[src/assert_macros.svh]
// Assertion macros shared by the RTL files.
`ifndef ASSERT_MACROS_SVH
`define ASSERT_MACROS_SVH
`ifndef SYNTHESIS
`define MWF_ASSERT(lbl, clk, rst_n, prop, msg) \
  lbl: assert property (@(posedge clk) disable iff (!rst_n) (prop)) else $error(msg);
`define MWF_ASSERT_NEXT(lbl, clk, rst_n, pre, post, msg) \
  lbl: assert property (@(posedge clk) disable iff (!rst_n) (pre) |=> (post)) else $error(msg);
`else
`define MWF_ASSERT(lbl, clk, rst_n, prop, msg)
`define MWF_ASSERT_NEXT(lbl, clk, rst_n, pre, post, msg)
`endif
`endif

[src/mwf_pkg.sv]
// Package: sizes, codes and control types of the midpoint window filter.
package mwf_pkg;
  localparam int MAX_WIDTH  = 1024;
  localparam int MAX_HEIGHT = 1024;
  localparam int MAX_RADIUS = 3;
  localparam int RING_ROWS  = 2 * MAX_RADIUS + 1;
  localparam int BURST      = MAX_RADIUS + 1;

  localparam int COL_W  = $clog2(MAX_WIDTH);
  localparam int ROW_W  = $clog2(MAX_HEIGHT);
  localparam int RAD_W  = $clog2(MAX_RADIUS + 1);
  localparam int OFS_W  = $clog2(2 * MAX_RADIUS + 1);
  localparam int RING_W = $clog2(RING_ROWS);
  localparam int CNT_W  = $clog2(BURST + 1);
  localparam int ADDR_W = $clog2(RING_ROWS * MAX_WIDTH);
  localparam int SY_W   = ((COL_W > ROW_W) ? COL_W : ROW_W) + 3;

  localparam int CFG_W     = 11;
  localparam int CFG_IDX_W = 2;
  localparam int PIX_W     = 24;

  typedef enum logic [CFG_IDX_W-1:0] {
    CFG_RADIUS = 2'd0,
    CFG_WIDTH  = 2'd1,
    CFG_HEIGHT = 2'd2
  } cfg_idx_t;

  typedef enum logic [1:0] {
    ST_IDLE,
    ST_SCAN,
    ST_DRAIN,
    ST_EMIT
  } state_t;

  typedef struct packed {
    logic in_ready;
    logic rd_issue;
    logic emit;
  } cmd_t;

  typedef struct packed {
    logic accept;
    logic start_emit;
    logic scan_last;
    logic out_free;
    logic item_done;
  } sts_t;
endpackage

[src/mwf_ctrl.sv]
// Controller: sequences pixel accept, window scan and result hand-off.
module mwf_ctrl (
  input  logic           clk,
  input  logic           rst_n,
  input  mwf_pkg::sts_t  sts,
  output mwf_pkg::cmd_t  cmd
);
  mwf_pkg::state_t state_r, state_nxt;

  always_ff @(posedge clk) begin
    if (!rst_n) begin
      state_r <= mwf_pkg::ST_IDLE;
    end else begin
      state_r <= state_nxt;
    end
  end

  always_comb begin
    state_nxt = state_r;
    unique case (state_r)
      mwf_pkg::ST_IDLE: begin
        if (sts.accept && sts.start_emit) state_nxt = mwf_pkg::ST_SCAN;
      end
      mwf_pkg::ST_SCAN: begin
        if (sts.scan_last) state_nxt = mwf_pkg::ST_DRAIN;
      end
      mwf_pkg::ST_DRAIN: state_nxt = mwf_pkg::ST_EMIT;
      mwf_pkg::ST_EMIT: begin
        if (sts.out_free) begin
          state_nxt = sts.item_done ? mwf_pkg::ST_IDLE : mwf_pkg::ST_SCAN;
        end
      end
      default: state_nxt = mwf_pkg::ST_IDLE;
    endcase
  end

  always_comb begin
    cmd = '0;
    unique case (state_r)
      mwf_pkg::ST_IDLE:  cmd.in_ready = 1'b1;
      mwf_pkg::ST_SCAN:  cmd.rd_issue = 1'b1;
      mwf_pkg::ST_DRAIN: cmd = '0;
      mwf_pkg::ST_EMIT:  cmd.emit = sts.out_free;
      default:           cmd = '0;
    endcase
  end
endmodule

[config.mk]
export PLATFORM = sky130hd
export DESIGN_NAME = mwf_ctrl
export DESIGN_NICKNAME = d
export VERILOG_FILES = /design/src/assert_macros.svh /design/src/mwf_pkg.sv /design/src/mwf_ctrl.sv
export SDC_FILE = /design/constraint.sdc
export NUM_CORES = 1
export LEC_CHECK = 0
export BUFFER_PORTS_ARGS = -buffer_cell sky130_fd_sc_hd__buf_2
export CORE_AREA = 2 2 39 41
export DETAILED_ROUTE_END_ITERATION = 16
export DIE_AREA = 0 0 41 43
export PLACE_DENSITY_LB_ADDON = 0.3
export SLEW_MARGIN = 20
export SYNTH_ARGS = -nofsm -noshare
export SYNTH_HDL_FRONTEND = slang
export SYNTH_SLANG_ARGS = --single-unit
[constraint.sdc]
create_clock -name clk -period 1.9 [get_ports clk]
set_input_delay 0.38 -clock clk [delete_from_list [all_inputs] [get_ports clk]]
set_output_delay 0.38 -clock clk [all_outputs]
set_load 0.005 [all_outputs]
==> results.toml <==
[worst_setup_path]
startpoint = "state_r[0]"
arrival_ns = 1.10
reg2reg_depth = 5
reg2reg_to = "state_r[0]"
worstReg2RegStart = "state_r[0]"
end_kind = "primary output"
crit_fanout = 5
cp-start-kind = "flip-flop"
critical_path_class = "flip-flop to primary output"
crit_required_ns = 1.52
rrSetupSlack_ns = 0.50

[clocking]
cts-resized-gates = 0
cts_setup_buffers = 0
cts_tree = "yes"
clock_latency_ns = 0.23
numClockSinks = 2
clock_path_buffers = 2
h-tree-depth = 1
hold_buffers = 0
cts_made_buffers = 3
cts_root_buffer = "clkbuf_4"
clkSlewWorstSetupHoldPaths_ns = 0.03

[yosys]
syn_inst = 22
synth_seq_cells = 2
synth_cell_types = 16
synth_common_cells = "ha_1 (3), dfxtp_1 (2), inv_1 (2), nor2b_1 (2), o31ai_1 (2)"
mappedNetlistArea_sq_um = 201
yosys.area.top_type = "dfxtp_1"
postSynth.asyncResetShare_pct = 0
yosysWarningCount = 0
synth-edff-count = 0
yosysSeqAreaShare_pct = 19.9
synth_top_cell_area_share_pct = 19.9
synth_area_per_cell_sq_um = 9.16
synth_area_leaders = "dfxtp_1 (20%), ha_1 (19%), a21bo_4 (8.1%)"
synth_ff_type = "dfxtp_1"
synth.most_common_cell = "ha_1"
postSynthNetCount = 32

[sta]
setup_violations = 0
rsz0062_at_grt = "no"
period_share_pct = 78.1
final.setup.tns_ns = 0
hold_violations = 0
post-route-min-period_ns = 1.48
slew_headroom_pct = 81.0
max_freq_mhz = 674
worst_pin_slew_ns = 0.282
fin_skew_ns = 0.00253
drv_slew = 0

[cells_and_area]
finalNonFillerCells = 50
area.growth.synth_to_final_pct = 43.5
nets = 46
diodes = 0
largest-register = "state_r"
top_regs = "state_r (2)"
drive_gt1_share_pct = 44.1
largest_reg_flops = 2

[global_route]
grt_pass1_vias = 176
grt_max_degree = 6
antenna_found_initial = 0
overflow = 0
grt_first_pass_wirelength_microns = 669
grt.total_usage_pct = 6.01

[job]
drv_cap = 0

[drt]
wl_per_cell_microns = 9.12
vias = 198
drt_drc_violations_left = 0
dr.pass1.iters = 4
drt_iter0_drc = 1
viasPerCell = 3.96
antenna_left = 0
drt_wl_total_microns = 456

[die]
initial_core_util_pct = 14.6
die_w_microns = 41
rows = 14
fp.coreArea_sq_mm = 0.00138
die_h_microns = 43
io_pins = 10
die-area_sq_mm = 0.00176

[worst_hold_path]
min_path_cells = 2
min_path_type = "primary input to flip-flop"
min_from = "rst_n"
min_to = "state_r[0]"

[placement]
gp_congestion = 0.649
dp_hpwl_microns = 363
dp.cells = 47
numPortBuffers = 9

[power_and_ir_drop]
power.leakage_nw = 0.137
irDropWorstVdd_uv = 318
p_per_area_mw_per_mm2 = 1370

[status]
status = "completed"
stage by stage:
step / area (sq um) / total power, mW / worst slack [ns] / hold WS (ns) / util, %
final: 289 / 0.397 / 0.417 / 0.395 / 20.9
after global routing: 289 / 0.444 / 0.365 / 0.387 / 20.9
after CTS: 289 / 0.406 / 0.411 / 0.387 / 20.9
after detailed placement: 267 / 0.300 / 0.502 / 0.496 / 19.3
after global placement: 267 / 0.306 / 0.499 / 0.502 / 19.3
after floorplan: 201 / 0.239 / 0.566 / 0.464 / -
cells by family (layout without fill, tap and decap cells):
kind of cell / count (synthesis) / in the layout / synth area share, %
AOI/OAI and AO/OA: 7 / 7 / 31.1
adders and majority gates: 3 / 3 / 18.6
buffers and inverters: 2 / 14 / 3.73
DFF: 2 / 2 / 19.9
and+or+nand+nor: 8 / 8 / 26.7
cell type report:
type                    instances  area [sq um]
clock buffers                   3          22.5
fillers                       155          1090
inverters                       2          7.51
multi-input cells              18           154
flip-flops and latches          2          40.0
well taps                      16          20.0
repair buffers                  9          45.0
where the power goes:
part           switching (mW)  leakage (nW)  internal [mW]
Sequential             0.0195        0.0165         0.0613
Clock                  0.0294        0.0138         0.0702
Combinational          0.0988         0.107          0.118
Total                   0.148         0.137          0.249
critical path, cell delays in order, from the launching register on:
cell and delay [ns]:
dfxtp_1 0.34, ha_1 0.24, and2_2 0.18, buf_2 0.12
layer usage:
layer | global-route usage, % | vias up | share of wire, %
met3 | 2.09 | 2 | 12
met4 | 6.00 | 0 | 3.7
met5 | 0 | - | 0
li1 | - | 107 | -
met2 | 7.19 | 11 | 35
met1 | 7.64 | 78 | 49
worst max-delay path by stage:
stage	endpoint	slack, ns	cells past startpoint
floorplan	state_r[0]	0.57	5
global placement	state_r[0]	0.50	5
detailed placement	state_r[0]	0.50	5
CTS	cmd[0]	0.41	3
global route	cmd[2]	0.36	3
finish	cmd[0]	0.42	3
placed cells by master, fill, tap and decap left out, drive strengths merged:
| cell type | count |
|---|---|
| buf | 9 |
| ha | 3 |
| clkbuf | 3 |
| inv | 2 |
| nor2b | 2 |
| o31ai | 2 |
| dfxtp | 2 |
| a21boi | 2 |
| and2 | 1 |
| or2b | 1 |
| nand2b | 1 |
| a21bo | 1 |
| nand4 | 1 |
| nand3 | 1 |
| nand2 | 1 |
| o22ai | 1 |
| o311a | 1 |
(Power assumes the default switching activity.)
